[src/rtl/phrt_pkg.sv]
// ----------------------------------------------------------------------------
// phrt_pkg
// Shared types and constants of the pulse heart rate tracker.
// ----------------------------------------------------------------------------
`default_nettype none

package phrt_pkg;

  localparam int DIV_W = 16;
  localparam int DVS_W = 12;
  localparam int CNT_W = 12;
  localparam int RATE_W = 8;
  localparam int CFG_AW = 5;

  localparam logic [DIV_W-1:0] RATE_DIVIDEND = 16'd60000;
  localparam logic [RATE_W-1:0] RATE_MAX = 8'd255;

  // register indexes
  localparam logic [2:0] REG_MIN_WIDTH = 3'd0;
  localparam logic [2:0] REG_MIN_INTERVAL = 3'd1;
  localparam logic [2:0] REG_MAX_INTERVAL = 3'd2;
  localparam logic [2:0] REG_SILENCE_TIMEOUT = 3'd3;
  localparam logic [2:0] REG_MAX_STEP = 3'd4;
  localparam logic [2:0] REG_PAIR_TOLERANCE = 3'd5;
  localparam logic [2:0] REG_INIT_LOW = 3'd6;
  localparam logic [2:0] REG_INIT_HIGH = 3'd7;

  // register reset values
  localparam logic [7:0] RST_MIN_WIDTH = 8'd10;
  localparam logic [11:0] RST_MIN_INTERVAL = 12'd250;
  localparam logic [11:0] RST_MAX_INTERVAL = 12'd1500;
  localparam logic [11:0] RST_SILENCE_TIMEOUT = 12'd2000;
  localparam logic [7:0] RST_MAX_STEP = 8'd4;
  localparam logic [7:0] RST_PAIR_TOLERANCE = 8'd6;
  localparam logic [7:0] RST_INIT_LOW = 8'd70;
  localparam logic [7:0] RST_INIT_HIGH = 8'd90;

  typedef struct packed {
    logic start;
    logic [DIV_W-1:0] dividend;
    logic [DVS_W-1:0] divisor;
  } div_req_t;

  typedef struct packed {
    logic done;
    logic [DIV_W-1:0] quotient;
  } div_rsp_t;

  // result item, heart_rate in the lowest bits
  typedef struct packed {
    logic [5:0] pad;
    logic [RATE_W-1:0] instant_rate_out;
    logic beat_used;
    logic paired;
    logic [RATE_W-1:0] heart_rate;
  } out_item_t;

  typedef enum logic [6:0] {
    ST_IDLE = 7'b0000001,
    ST_DIV_RATE = 7'b0000010,
    ST_CHECK = 7'b0000100,
    ST_FILTER = 7'b0001000,
    ST_SHIFT = 7'b0010000,
    ST_DIV_AVG = 7'b0100000,
    ST_OUT = 7'b1000000
  } state_t;

endpackage

`default_nettype wire

[src/rtl/phrt_div.sv]
// ----------------------------------------------------------------------------
// phrt_div
// Restoring divider, one quotient bit per cycle.
// ----------------------------------------------------------------------------
`default_nettype none

module phrt_div (
  input  wire logic              clk,
  input  wire logic              rst,
  input  wire phrt_pkg::div_req_t req,
  output phrt_pkg::div_rsp_t     rsp
);
  import phrt_pkg::*;

  localparam int STEP_W = $clog2(DIV_W);

  logic busy;
  logic done;
  logic [STEP_W-1:0] step;
  logic [DVS_W-1:0] rem;
  logic [DIV_W-1:0] quo;
  logic [DVS_W-1:0] dvs;
  logic [DVS_W:0] trial;
  logic fits;
  logic [DVS_W:0] diff;

  assign trial = {rem, quo[DIV_W-1]};
  assign fits = trial >= {1'b0, dvs};
  assign diff = trial - {1'b0, dvs};

  always_ff @(posedge clk) begin
    if (rst) begin
      busy <= 1'b0;
      done <= 1'b0;
      step <= '0;
    end else begin
      done <= 1'b0;
      if (req.start) begin
        busy <= 1'b1;
        step <= '0;
      end else if (busy) begin
        step <= step + 1'b1;
        if (step == STEP_W'(DIV_W - 1)) begin
          busy <= 1'b0;
          done <= 1'b1;
        end
      end
    end
  end

  always_ff @(posedge clk) begin
    if (req.start) begin
      rem <= '0;
      quo <= req.dividend;
      dvs <= req.divisor;
    end else if (busy) begin
      rem <= fits ? diff[DVS_W-1:0] : trial[DVS_W-1:0];
      quo <= {quo[DIV_W-2:0], fits};
    end
  end

  assign rsp.done = done;
  assign rsp.quotient = quo;

endmodule

`default_nettype wire

[src/rtl/pulse_heart_rate_tracker.sv]
// ----------------------------------------------------------------------------
// pulse_heart_rate_tracker
// Beat detection, rate measurement and averaging filter on a pulse pin.
// ----------------------------------------------------------------------------
// One input item is one pulse pin sample per 1 ms tick; every item gives one
// result item. A tick without an in-range beat goes through the check state. A
// beat inside the interval limits runs 60000/interval on the 16-step divider,
// then the filter state when it locks the filter, or the filter, shift and
// average states when it updates a locked filter, where the history average is
// one reciprocal multiply. The next item is taken once the sequencer is back in
// idle; a finished result waits in the output register, and the next finished
// result holds the sequencer until that one is taken.
`default_nettype none

module pulse_heart_rate_tracker #(
  parameter int HISTORY_DEPTH = 10
) (
  input  wire logic        clk,
  input  wire logic        rst,
  input  wire logic        s_tvalid,
  output logic             s_tready,
  input  wire logic [7:0]  s_tdata,   // [0] pin_level
  output logic             m_tvalid,
  input  wire logic        m_tready,
  output logic [23:0]      m_tdata,   // [7:0] heart_rate, [8] paired,
                                      // [9] beat_used, [17:10] instant_rate_out
  input  wire logic        psel,
  input  wire logic        penable,
  input  wire logic        pwrite,
  input  wire logic [4:0]  paddr,
  input  wire logic [31:0] pwdata,
  output logic [31:0]      prdata,
  output logic             pready
);
  import phrt_pkg::*;

  localparam int SUM_W = $clog2(255 * HISTORY_DEPTH + 1);
  // floor(sum / depth) as (sum * AVG_MUL) >> AVG_SH, exact for SUM_W-bit sums
  localparam int AVG_SH = SUM_W + $clog2(HISTORY_DEPTH);
  localparam int AVG_PW = SUM_W + AVG_SH + 1;
  localparam int AVG_MUL = (2 ** AVG_SH + HISTORY_DEPTH - 1) / HISTORY_DEPTH;

  // configuration
  logic [7:0] min_width;
  logic [11:0] min_interval;
  logic [11:0] max_interval;
  logic [11:0] silence_timeout;
  logic [7:0] max_step;
  logic [7:0] pair_tolerance;
  logic [7:0] init_low;
  logic [7:0] init_high;

  // tracking state
  state_t state;
  logic [CNT_W-1:0] interval_count;
  logic [7:0] width_count;
  logic level_seen;
  logic [RATE_W-1:0] filtered_rate;
  logic [RATE_W-1:0] instant_rate;
  logic [RATE_W-1:0] previous_rate;
  logic pair_flag;
  logic beat_flag;
  logic [RATE_W-1:0] slew_rate;
  logic [RATE_W-1:0] rate_history [HISTORY_DEPTH];
  logic [SUM_W-1:0] history_sum;

  div_req_t div_req;
  div_rsp_t div_rsp;

  logic in_take;
  logic out_free;
  logic cfg_write;
  logic pin;
  logic [CNT_W-1:0] cnt_inc;
  logic [7:0] wc_inc;
  logic beat;
  logic in_range;
  logic [RATE_W-1:0] rate;
  logic [RATE_W-1:0] rate_diff;
  logic [RATE_W-1:0] clamp_rate;
  logic [RATE_W-1:0] slew_next;
  logic [RATE_W:0] slew_up;
  logic [SUM_W-1:0] sum_new;
  logic [AVG_PW-1:0] avg_prod;
  out_item_t out_item;

  assign pready = 1'b1;
  assign cfg_write = psel & penable & pwrite & pready;
  assign s_tready = (state == ST_IDLE);
  assign in_take = s_tvalid & s_tready;
  assign out_free = ~m_tvalid | m_tready;
  assign pin = s_tdata[0];

  // configuration port
  always_ff @(posedge clk) begin
    if (rst) begin
      min_width <= RST_MIN_WIDTH;
      min_interval <= RST_MIN_INTERVAL;
      max_interval <= RST_MAX_INTERVAL;
      silence_timeout <= RST_SILENCE_TIMEOUT;
      max_step <= RST_MAX_STEP;
      pair_tolerance <= RST_PAIR_TOLERANCE;
      init_low <= RST_INIT_LOW;
      init_high <= RST_INIT_HIGH;
    end else if (cfg_write) begin
      unique case (paddr[4:2])
        REG_MIN_WIDTH: min_width <= pwdata[7:0];
        REG_MIN_INTERVAL: min_interval <= pwdata[11:0];
        REG_MAX_INTERVAL: max_interval <= pwdata[11:0];
        REG_SILENCE_TIMEOUT: silence_timeout <= pwdata[11:0];
        REG_MAX_STEP: max_step <= pwdata[7:0];
        REG_PAIR_TOLERANCE: pair_tolerance <= pwdata[7:0];
        REG_INIT_LOW: init_low <= pwdata[7:0];
        REG_INIT_HIGH: init_high <= pwdata[7:0];
        default: ;
      endcase
    end
  end

  always_comb begin
    unique case (paddr[4:2])
      REG_MIN_WIDTH: prdata = {24'd0, min_width};
      REG_MIN_INTERVAL: prdata = {20'd0, min_interval};
      REG_MAX_INTERVAL: prdata = {20'd0, max_interval};
      REG_SILENCE_TIMEOUT: prdata = {20'd0, silence_timeout};
      REG_MAX_STEP: prdata = {24'd0, max_step};
      REG_PAIR_TOLERANCE: prdata = {24'd0, pair_tolerance};
      REG_INIT_LOW: prdata = {24'd0, init_low};
      REG_INIT_HIGH: prdata = {24'd0, init_high};
      default: prdata = '0;
    endcase
  end

  // tick front end
  always_comb begin
    cnt_inc = (interval_count != '1) ? interval_count + 1'b1 : interval_count;
    wc_inc = (width_count != 8'hFF) ? width_count + 1'b1 : width_count;
    beat = pin & ~level_seen & (wc_inc > min_width);
    in_range = (cnt_inc <= max_interval) && (cnt_inc >= min_interval);
  end

  // rate from the divider, pairing distance
  always_comb begin
    rate = (div_rsp.quotient[DIV_W-1:RATE_W] != '0) ? RATE_MAX
                                                      : div_rsp.quotient[RATE_W-1:0];
    rate_diff = (rate > previous_rate) ? rate - previous_rate : previous_rate - rate;
  end

  // init window clamp and slew limit
  always_comb begin
    if (instant_rate > init_high) begin
      clamp_rate = init_high;
    end else if (instant_rate < init_low) begin
      clamp_rate = init_low;
    end else begin
      clamp_rate = instant_rate;
    end
    slew_up = {1'b0, filtered_rate} + {1'b0, max_step};
    slew_next = instant_rate;
    if (instant_rate >= filtered_rate) begin
      if (instant_rate - filtered_rate > max_step) begin
        slew_next = slew_up[RATE_W] ? RATE_MAX : slew_up[RATE_W-1:0];
      end
    end else if (filtered_rate - instant_rate > max_step) begin
      slew_next = filtered_rate - max_step;
    end
    sum_new = history_sum - SUM_W'(rate_history[0]) + SUM_W'(slew_rate);
    avg_prod = AVG_PW'(history_sum) * AVG_PW'(AVG_MUL);
  end

  // divider requests
  always_comb begin
    div_req.start = in_take & beat & in_range;
    div_req.dividend = RATE_DIVIDEND;
    div_req.divisor = cnt_inc;
  end

  phrt_div u_div (
    .clk (clk),
    .rst (rst),
    .req (div_req),
    .rsp (div_rsp)
  );

  // sequencer
  always_ff @(posedge clk) begin
    if (rst) begin
      state <= ST_IDLE;
      interval_count <= '0;
      width_count <= '0;
      level_seen <= 1'b0;
      filtered_rate <= '0;
      instant_rate <= '0;
      previous_rate <= '0;
      pair_flag <= 1'b0;
      beat_flag <= 1'b0;
      history_sum <= '0;
      for (int i = 0; i < HISTORY_DEPTH; i++) begin
        rate_history[i] <= '0;
      end
    end else begin
      unique case (state)
        ST_IDLE: begin
          if (in_take) begin
            beat_flag <= 1'b0;
            if (pin) begin
              if (!level_seen) begin
                if (beat) begin
                  width_count <= '0;
                  level_seen <= 1'b1;
                end else begin
                  width_count <= wc_inc;
                end
              end
            end else begin
              level_seen <= 1'b0;
              width_count <= '0;
            end
            interval_count <= beat ? '0 : cnt_inc;
            if (beat && !in_range && filtered_rate == '0) begin
              previous_rate <= '0;
            end
            state <= (beat && in_range) ? ST_DIV_RATE : ST_CHECK;
          end
        end
        ST_DIV_RATE: begin
          if (div_rsp.done) begin
            instant_rate <= rate;
            previous_rate <= rate;
            if (filtered_rate != '0 || (previous_rate != '0 && rate_diff < pair_tolerance)) begin
              beat_flag <= 1'b1;
              state <= ST_FILTER;
            end else begin
              state <= ST_OUT;
            end
          end
        end
        ST_CHECK: begin
          if (interval_count > silence_timeout) begin
            interval_count <= '0;
            filtered_rate <= '0;
            previous_rate <= '0;
            instant_rate <= '0;
            pair_flag <= 1'b0;
            history_sum <= '0;
            for (int i = 0; i < HISTORY_DEPTH; i++) begin
              rate_history[i] <= '0;
            end
          end
          state <= ST_OUT;
        end
        ST_FILTER: begin
          pair_flag <= 1'b1;
          if (filtered_rate == '0) begin
            for (int i = 0; i < HISTORY_DEPTH; i++) begin
              rate_history[i] <= clamp_rate;
            end
            history_sum <= SUM_W'(clamp_rate) * SUM_W'(HISTORY_DEPTH);
            filtered_rate <= clamp_rate;
            state <= ST_OUT;
          end else begin
            slew_rate <= slew_next;
            state <= ST_SHIFT;
          end
        end
        ST_SHIFT: begin
          for (int i = 0; i < HISTORY_DEPTH - 1; i++) begin
            rate_history[i] <= rate_history[i+1];
          end
          rate_history[HISTORY_DEPTH-1] <= slew_rate;
          history_sum <= sum_new;
          state <= ST_DIV_AVG;
        end
        ST_DIV_AVG: begin
          filtered_rate <= avg_prod[AVG_SH +: RATE_W];
          state <= ST_OUT;
        end
        ST_OUT: begin
          if (out_free) begin
            state <= ST_IDLE;
          end
        end
        default: state <= ST_IDLE;
      endcase
    end
  end

  // output register
  always_comb begin
    out_item.pad = '0;
    out_item.instant_rate_out = instant_rate;
    out_item.beat_used = beat_flag;
    out_item.paired = pair_flag;
    out_item.heart_rate = filtered_rate;
  end

  always_ff @(posedge clk) begin
    if (rst) begin
      m_tvalid <= 1'b0;
    end else if (state == ST_OUT && out_free) begin
      m_tvalid <= 1'b1;
    end else if (m_tready) begin
      m_tvalid <= 1'b0;
    end
  end

  always_ff @(posedge clk) begin
    if (state == ST_OUT && out_free) begin
      m_tdata <= out_item;
    end
  end

endmodule

`default_nettype wire

[config.mk]
export PLATFORM = sky130hd
export DESIGN_NAME = pulse_heart_rate_tracker
export DESIGN_NICKNAME = d
export VERILOG_FILES = /design/src/rtl/phrt_pkg.sv /design/src/rtl/phrt_div.sv /design/src/rtl/pulse_heart_rate_tracker.sv
export SDC_FILE = /design/constraint.sdc
export NUM_CORES = 1
export LEC_CHECK = 0
export ABC_CLOCK_PERIOD_IN_PS = 12850
export BUFFER_PORTS_ARGS = -buffer_cell sky130_fd_sc_hd__buf_2
export CORE_UTILIZATION = 60
export CTS_BUF_LIST = sky130_fd_sc_hd__clkbuf_8
export CTS_CLUSTER_SIZE = 40
export DETAILED_ROUTE_END_ITERATION = 10
export PLACE_DENSITY = 0.84
export SETUP_SLACK_MARGIN = 0.15
export SLEW_MARGIN = 5
export SYNTH_ARGS = -nofsm -noshare
export SYNTH_HDL_FRONTEND = slang
export SYNTH_SLANG_ARGS = --single-unit
export TNS_END_PERCENT = 10
[constraint.sdc]
create_clock -name clk -period 12.85 [get_ports clk]
set_input_delay 0.6425 -clock clk [delete_from_list [all_inputs] [get_ports clk]]
set_output_delay 0.6425 -clock clk [all_outputs]
set_load 0.01 [all_outputs]
==> impl_summary.txt, run 1 <==
----------------------------------------------------
[Pwr]
  Largest vdd supply drop ... 0.000127 V
  Power after layout ... 2.22 mW
  P per Cell Area ... 98.9 nW/um^2
  Leak ... 10.5 nW

[Global routing]
  Via count of the first global-routing pass ... 16468
  Wire length of the first global-routing pass ... 83300 um
  Pin count of the biggest net entering global routing ... 73
  Global router's overall resource usage ... 0.290
  Final global-route overflow total ... 0
  Initial antenna violation count ... 0

[Clock network]
  Clock insertion delay at the later pin of the skew report ... 0.60 ns
  CTS tree ... done
  Number of resized instances in the post-cts repair step ... 0
  Root Buffer ... sky130_fd_sc_hd__clkbuf_8
  Count of hold-fix buffers inserted at cts ... 0
  TritonCTS sink count ... 295
  Number of buffers created by CTS ... 50
  Number of buffers on the longest clock path ... 3
  Setup Fix Bufs, Post-CTS ... 0
  Maximum level of the CTS H-tree ... 2
  Clk pin slew, worst setup/hold paths ... 0.07 ns

[Critical path]
  Critical-path top delay cell ... sky130_fd_sc_hd__dfxtp_1
  Worst path max stage delay ... 0.60 ns
  Startpoint-to-endpoint class of the critical path ... reg2reg
  Endpoint kind of the worst setup timing path ... flip-flop
  Crit path arrival time ... 5.71 ns
  CP max FO ... 7
  Worst Path Required ... 13.29 ns
  Sequence of cells on the critical path ... ha_1 > inv_1 > fa_1 > inv_1 > fa_1 > fa_1 > inv_1 > fa_1 > inv_1 > ha_1 > a2111oi_0 > o21ai_0 > o2111a_1 > nor2_1 > nor3b_1 > o31ai_1 > a31oi_1
  Launch instance of the worst register-to-register path ... history_sum[5]$_SDFFE_PP0P_
  Worst Setup Start Kind ... flip-flop
  Setup crit start ... history_sum[5]$_SDFFE_PP0P_

[Drt]
  Number of remaining DRC errors ... 0
  Violation count after the first detailed-route iteration ... 1181
  Total Routed Length ... 51300 um
  Via-to-Cell Ratio ... 6.06
  Number of nets with antenna violations after routing ... 0
  Vias ... 16737
  Routed wire length per instance ... 18.6 um
  Router iterations before antenna repair ... 6

[STA]
  Slew Limit Headroom ... 0.156
  Clock tree skew after final layout ... 0.0302 ns
  Final cycle utilization of the critical path ... 0.410
  Setup slack after layout ... 7.58 ns
  Final min period ... 5.27 ns
  Final-layout setup total negative slack ... 0 ns
  Setup repair after global routing missed its margin ... false
  Finish-stage setup viols ... 0
  Peak Freq ... 190 MHz
  Measured slew at the worst slew-check pin ... 1.26 ns
  Number of hold-slack violations in the final timing report ... 0
  Count of final max-slew check failures ... 0

[Synthesis]
  Cell type with the highest aggregate area in the netlist ... sky130_fd_sc_hd__dfxtp_1
  Synth area leaders ... sky130_fd_sc_hd__dfxtp_1, sky130_fd_sc_hd__edfxtp_1, sky130_fd_sc_hd__ha_1
  Portion of synthesized cell area occupied by the leading cell type ... 0.168
  Yosys warns ... 0
  Mean instance size in the synthesized netlist ... 9.36 sq um
  Most frequently used cell type in the post-synthesis netlist ... sky130_fd_sc_hd__inv_1
  Portion of the post-synthesis area used by sequential elements ... 0.337
  Most common flop cell mapped by yosys ... sky130_fd_sc_hd__dfxtp_1
  Register bit total from synthesis ... 295
  Syn Inst Count ... 2248
  Commonest cells in the synthesized netlist ... sky130_fd_sc_hd__inv_1, sky130_fd_sc_hd__ha_1, sky130_fd_sc_hd__nor2_1
  Share of async-settable or async-resettable flops after synthesis ... 0
  Number of synthesized flops with an enable pin ... 118
  Library cells used by synthesis ... 98
  Synthesized cell area ... 21000 sq um

[Floorplan]
  Core Region ... 34500 sq um
  X dimension of the die ... 189 um
  Starting density of the core ... 0.609
  FP Rows ... 68
  Die outline area ... 35800 sq um
  I/O pins ... 111
  Vertical die dimension ... 189 um

[Worst hold path]
  Worst min-delay path startpoint ... pwdata[10]
  Kind of path behind the tightest hold check ... in2reg

[Place]
  Pre-CTS worst setup slack ... 7.62 ns
  Number of I/O port buffers ... 54
  Weighted congestion at the end of routability-driven global placement ... 0.926
  Final HPWL DP ... 37900 um

[Final layout]
  Area taken by flip-flops and latches ... 7090 sq um
  Final nets ... 2620
  Combined area of the multi-input logic cells ... 12400 sq um
  Layout fillers ... 2780
  Antenna Diode Count ... 0
  Fraction of final layout cells with drive strength greater than 1 ... 0.0893
  Area added between synthesis and finish ... 6.69%

[Status]
  Result of the run ... finished clean

[Run]
  Number of max-cap violations ... 0

----------------------------------------------------
worst paths after layout:
check / cells past startpoint / to / slack (ns)
hold reg to reg: 0 / m_tdata[8]$_DFFE_PP_ / 0.43
setup reg to reg: 17 / filtered_rate[6]$_SDFFE_PP0P_ / 7.58
setup / recovery: 17 / filtered_rate[6]$_SDFFE_PP0P_ / 7.58
hold / removal: 3 / silence_timeout[10]$_SDFFE_PP1P_ / 0.31
sequential cells by signal, indices dropped and copies added, names as in the netlist, 12 cells and up:
name             count
history_sum         12
interval_count      12
m_tdata             18
max_interval        12
min_interval        12
rate_history        80
silence_timeout     12
u_div.dvs           12
u_div.quo           16
u_div.rem           12
placed cells by master, fill, tap and decap left out, types with 29 or more instances in the layout:
cell type / count
sky130_fd_sc_hd__nand2_1: 147
sky130_fd_sc_hd__nor2_1: 180
sky130_fd_sc_hd__nand3_1: 45
sky130_fd_sc_hd__a211oi_1: 30
sky130_fd_sc_hd__nor2b_1: 29
sky130_fd_sc_hd__a21o_1: 113
sky130_fd_sc_hd__o211ai_1: 46
sky130_fd_sc_hd__a21oi_1: 131
sky130_fd_sc_hd__clkbuf_8: 57
sky130_fd_sc_hd__xnor2_1: 40
sky130_fd_sc_hd__fa_1: 54
sky130_fd_sc_hd__inv_1: 277
sky130_fd_sc_hd__edfxtp_1: 118
sky130_fd_sc_hd__o21ai_0: 73
sky130_fd_sc_hd__ha_1: 246
sky130_fd_sc_hd__mux2i_1: 83
sky130_fd_sc_hd__dfxtp_1: 176
sky130_fd_sc_hd__buf_2: 54
through the flow:
step / cell area, sq um / utilization / hold slack (ns) / cells
global route: 22400 / 0.650 / 0.316 / 2762
global placement: 21400 / 0.619 / 0.421 / 2671
floorplan: 21100 / - / 0.409 / 2273
CTS: 22400 / 0.650 / 0.278 / 2762
finish: 22400 / 0.650 / 0.315 / 2762
detailed placement: 21400 / 0.619 / 0.420 / 2671
per-layer routing:
layer | GRT usage | wire length (um) | up-vias
li1 | - | - | 7942
met1 | 0.372 | 20900 | 7977
met2 | 0.477 | 24000 | 658
met3 | 0.0495 | 4120 | 160
met4 | 0.134 | 2340 | 0
met5 | 0 | 0 | -
power by group:
group          internal (mW)  total [mW]  switching, mW
Clock                  0.507       0.904          0.398
Combinational          0.123       0.302          0.179
Sequential             0.997        1.01         0.0164
cell type report:
type | instances | area share
clock buffers | 57 | 0.0349
clock inverters | 34 | 0.0125
inverters | 265 | 0.0443
multi-input cells | 1594 | 0.552
flip-flops and latches | 295 | 0.316
well taps | 455 | 0.0254
repair buffers | 62 | 0.0147
worst max-delay path, delay by kind of cell, from the launching register on:
family	cells	cell delay [ns]
AO/OA/AOI/OAI	5	1.34
adder cells (fa/ha/maj)	6	2.65
AND/OR/NAND/NOR	2	0.28
buffers and inverters	4	0.24
flip-flops	1	0.60
logic make-up after synthesis:
group | share of synthesized area
muxes | 0.0530
AOI/OAI and AO/OA | 0.183
DFF | 0.337
buffers and inverters | 0.0788
adders and majority gates | 0.198
xor gates and xnor gates | 0.0246
and+or+nand+nor | 0.125
other | 0.000357
Power figures use the tool's default switching activity.
==> inputs of run 2 (changes only) <==
ABC_CLOCK_PERIOD_IN_PS = 5400   (was 12850)
clock period = 5.4 ns   (was 12.85 ns; I/O delays follow)
==> run 2 against run 1 <==
  * Clock skew is 0.012 ns lower
  * Wire length up 1.9%
  * Fmax is 4.7% higher
  * Non-clock buffer count up 20
  * Sequential cell count unchanged
  * Worst hold slack got worse by 0.29 ns
  * Register-to-register slack got worse by 7.2 ns
  * Critical path type unchanged
==> impl_summary.txt, run 2 (same netlist as run 1, synthesis figures left out) <==
----------------------------------------------------
[Drt]
  Total Routed Length ... 52300 um
  Number of remaining DRC errors ... 0
  Routed wire length per instance ... 18.8 um
  Via-to-Cell Ratio ... 6.02
  Violation count after the first detailed-route iteration ... 1225
  Router iterations before antenna repair ... 6
  Number of nets with antenna violations after routing ... 0
  Vias ... 16730

[Clock network]
  Root Buffer ... sky130_fd_sc_hd__clkbuf_8
  Clk pin slew, worst setup/hold paths ... 0.06 ns
  Clock insertion delay at the later pin of the skew report ... 0.59 ns
  Number of buffers on the longest clock path ... 3
  Number of buffers created by CTS ... 49
  CTS tree ... done
  Setup Fix Bufs, Post-CTS ... 0
  Maximum level of the CTS H-tree ... 2
  TritonCTS sink count ... 295

[Critical path]
  Startpoint-to-endpoint class of the critical path ... reg2reg
  Worst Path Required ... 5.91 ns
  Crit path arrival time ... 5.55 ns
  Worst path max stage delay ... 0.55 ns
  Worst Setup Start Kind ... flip-flop
  Register-to-Register Path Depth ... 16
  Worst R2R Setup Slack ... 0.37 ns
  Sequence of cells on the critical path ... ha_1 > inv_1 > fa_1 > fa_1 > inv_1 > fa_1 > inv_1 > fa_1 > inv_1 > ha_1 > a21oi_1 > nor3b_2 > a211oi_1 > a211oi_1 > mux2_2 > a31oi_1
  Total buffers and inverters traversed by the critical path ... 4
  Critical-path top delay cell ... sky130_fd_sc_hd__fa_1
  Launch instance of the worst register-to-register path ... history_sum[7]$_SDFFE_PP0P_
  CP max FO ... 7
  Critical path's top delay family ... adder cells
  Terminus of the critical flop-to-flop path ... filtered_rate[2]$_SDFFE_PP0P_
  Endpoint kind of the worst setup timing path ... flip-flop

[STA]
  Setup repair after global routing missed its margin ... true
  Measured slew at the worst slew-check pin ... 1.27 ns
  Finish-stage setup viols ... 0
  Count of final max-slew check failures ... 0
  Clock tree skew after final layout ... 0.0182 ns
  Number of hold-slack violations in the final timing report ... 0
  Peak Freq ... 199 MHz
  Final-layout setup total negative slack ... 0 ns
  Slew Limit Headroom ... 0.149
  Final min period ... 5.03 ns
  Final cycle utilization of the critical path ... 0.932

[Run]
  Number of max-cap violations ... 0

[Pwr]
  Leak ... 10.6 nW
  Fraction of power consumed by combinational cells ... 0.142
  Internal power consumption ... 3.75 mW
  Net switching fraction of the power ... 0.271
  Largest vdd supply drop ... 0.000210 V
  P per Cell Area ... 228 nW/um^2
  Power share of the clock group ... 0.390
  Sequential power share ... 0.468
  Power spent charging and discharging nets ... 1.39 mW

[Worst hold path]
  Kind of path behind the tightest hold check ... in2reg
  Worst hold path depth ... 3
  Destination of the worst hold path ... silence_timeout[1]$_SDFFE_PP0P_
  Worst min-delay path startpoint ... pwdata[1]

[Place]
  Weighted congestion at the end of routability-driven global placement ... 0.924
  Total placed cells including tap cells ... 2685
  Number of I/O port buffers ... 54
  Final HPWL DP ... 38400 um

[Global routing]
  Pin count of the biggest net entering global routing ... 82
  Via count of the first global-routing pass ... 16212
  Initial antenna violation count ... 0
  Global router's overall resource usage ... 0.291
  Wire length of the first global-routing pass ... 83600 um
  Final global-route overflow total ... 0

[Final layout]
  Registers with the highest flip-flop counts ... rate_history x80, m_tdata x18, u_div.quo x16
  Layout fillers ... 2727
  Final nets ... 2639
  Fraction of final layout cells with drive strength greater than 1 ... 0.0964
  Largest register by flop count ... rate_history
  Post-Layout Cell Count ... 2778
  Most frequent cells in the layout ... sky130_fd_sc_hd__inv_1, sky130_fd_sc_hd__ha_1, sky130_fd_sc_hd__nor2_1
  Flip-flop count of the largest register, all copies and words added ... 80
  Antenna Diode Count ... 0
  Area added between synthesis and finish ... 7.27%
  Most frequent standard cell in the layout excluding fill and tap cells ... sky130_fd_sc_hd__inv_1

[Floorplan]
  Vertical die dimension ... 189 um
  FP Rows ... 68
  Die outline area ... 35800 sq um
  X dimension of the die ... 189 um
  Core Region ... 34500 sq um
  I/O pins ... 111
  Starting density of the core ... 0.609

[Status]
  Result of the run ... finished clean

----------------------------------------------------
-- run 2: cell count changes in the layout (fill, tap and decap cells not counted), moves of 2 or more --
cell                            delta
sky130_fd_sc_hd__clkinv_1          -3
sky130_fd_sc_hd__buf_4            +13
sky130_fd_sc_hd__dlygate4sd3_1     +6
sky130_fd_sc_hd__dfxtp_2           +2
sky130_fd_sc_hd__bufinv_16         -2
sky130_fd_sc_hd__clkbuf_8          -2
sky130_fd_sc_hd__dfxtp_1           -2
sky130_fd_sc_hd__clkinv_2          +3
-- run 2: cell type report --
class	instances	area (sq um)	area share
sequential	295	7090	0.314
multi-input combinational	1594	12400	0.551
inverter	265	995	0.0441
clock buffer	55	757	0.0335
tap	455	569	0.0252
clock inverter	32	225	0.00998
timing repair buffer	82	508	0.0225
-- run 2: repair_timing --
| action | CTS | global route |
|---|---|---|
| endpoints found under the hold margin | 18 | 0 |
| endpoints found under the setup margin | 0 | 5 |
| hold buffers | 6 | 0 |
| resized for setup | 0 | 7 |
-- run 2: power by group through the flow --
stage | clock (mW) | combinational [mW] | sequential [mW]
3_3_place_gp | 0 | 0.692 | 2.45
5_1_grt | 2.12 | 0.805 | 2.41
3_5_place_dp | 0 | 0.709 | 2.45
4_1_cts | 2.03 | 0.719 | 2.40
6_report | 2.00 | 0.732 | 2.40
2_1_floorplan | 0 | 0.571 | 2.44
-- run 2: how the worst max path moves through the flow --
stage                                 from                            end  slack, ns  cells past startpoint
6_report       history_sum[7]$_SDFFE_PP0P_  filtered_rate[2]$_SDFFE_PP0P_       0.37                     16
5_1_grt        history_sum[7]$_SDFFE_PP0P_  filtered_rate[2]$_SDFFE_PP0P_        0.1                     16
4_1_cts        history_sum[3]$_SDFFE_PP0P_  filtered_rate[2]$_SDFFE_PP0P_       0.23                     16
3_5_place_dp   history_sum[3]$_SDFFE_PP0P_  filtered_rate[2]$_SDFFE_PP0P_       0.26                     16
3_3_place_gp   history_sum[7]$_SDFFE_PP0P_  filtered_rate[2]$_SDFFE_PP0P_       0.36                     16
2_1_floorplan  history_sum[5]$_SDFFE_PP0P_  filtered_rate[2]$_SDFFE_PP0P_       0.80                     17
-- run 2: metrics by stage --
step / util / power [mW] / worst slack [ns] / hold WS (ns) / cell area, sq um
floorplan: - / 3.01 / 0.798 / 0.406 / 21100
global placement: 0.622 / 3.14 / 0.359 / 0.418 / 21500
detailed placement: 0.622 / 3.16 / 0.262 / 0.427 / 21500
CTS: 0.653 / 5.15 / 0.229 / 0.00452 / 22500
global route: 0.653 / 5.34 / 0.0989 / 0.0235 / 22600
finish: 0.653 / 5.14 / 0.365 / 0.0215 / 22600
-- run 2: tightest hold or removal path: cells and delay by family --
| family | cells | cell delay (ns) |
|---|---|---|
| compound gates | 1 | 0.05 |
| buf+inv | 1 | 0.17 |
| simple gates | 1 | 0.08 |
-- run 2: per-layer routing --
| metal | GRT usage | up-vias | routed length, um |
|---|---|---|---|
| met4 | 0.118 | 0 | 1880 |
| met3 | 0.0413 | 140 | 3740 |
| met2 | 0.479 | 670 | 24500 |
| met1 | 0.386 | 7950 | 22100 |
| li1 | - | 7970 | - |
| met5 | 0 | - | 0 |
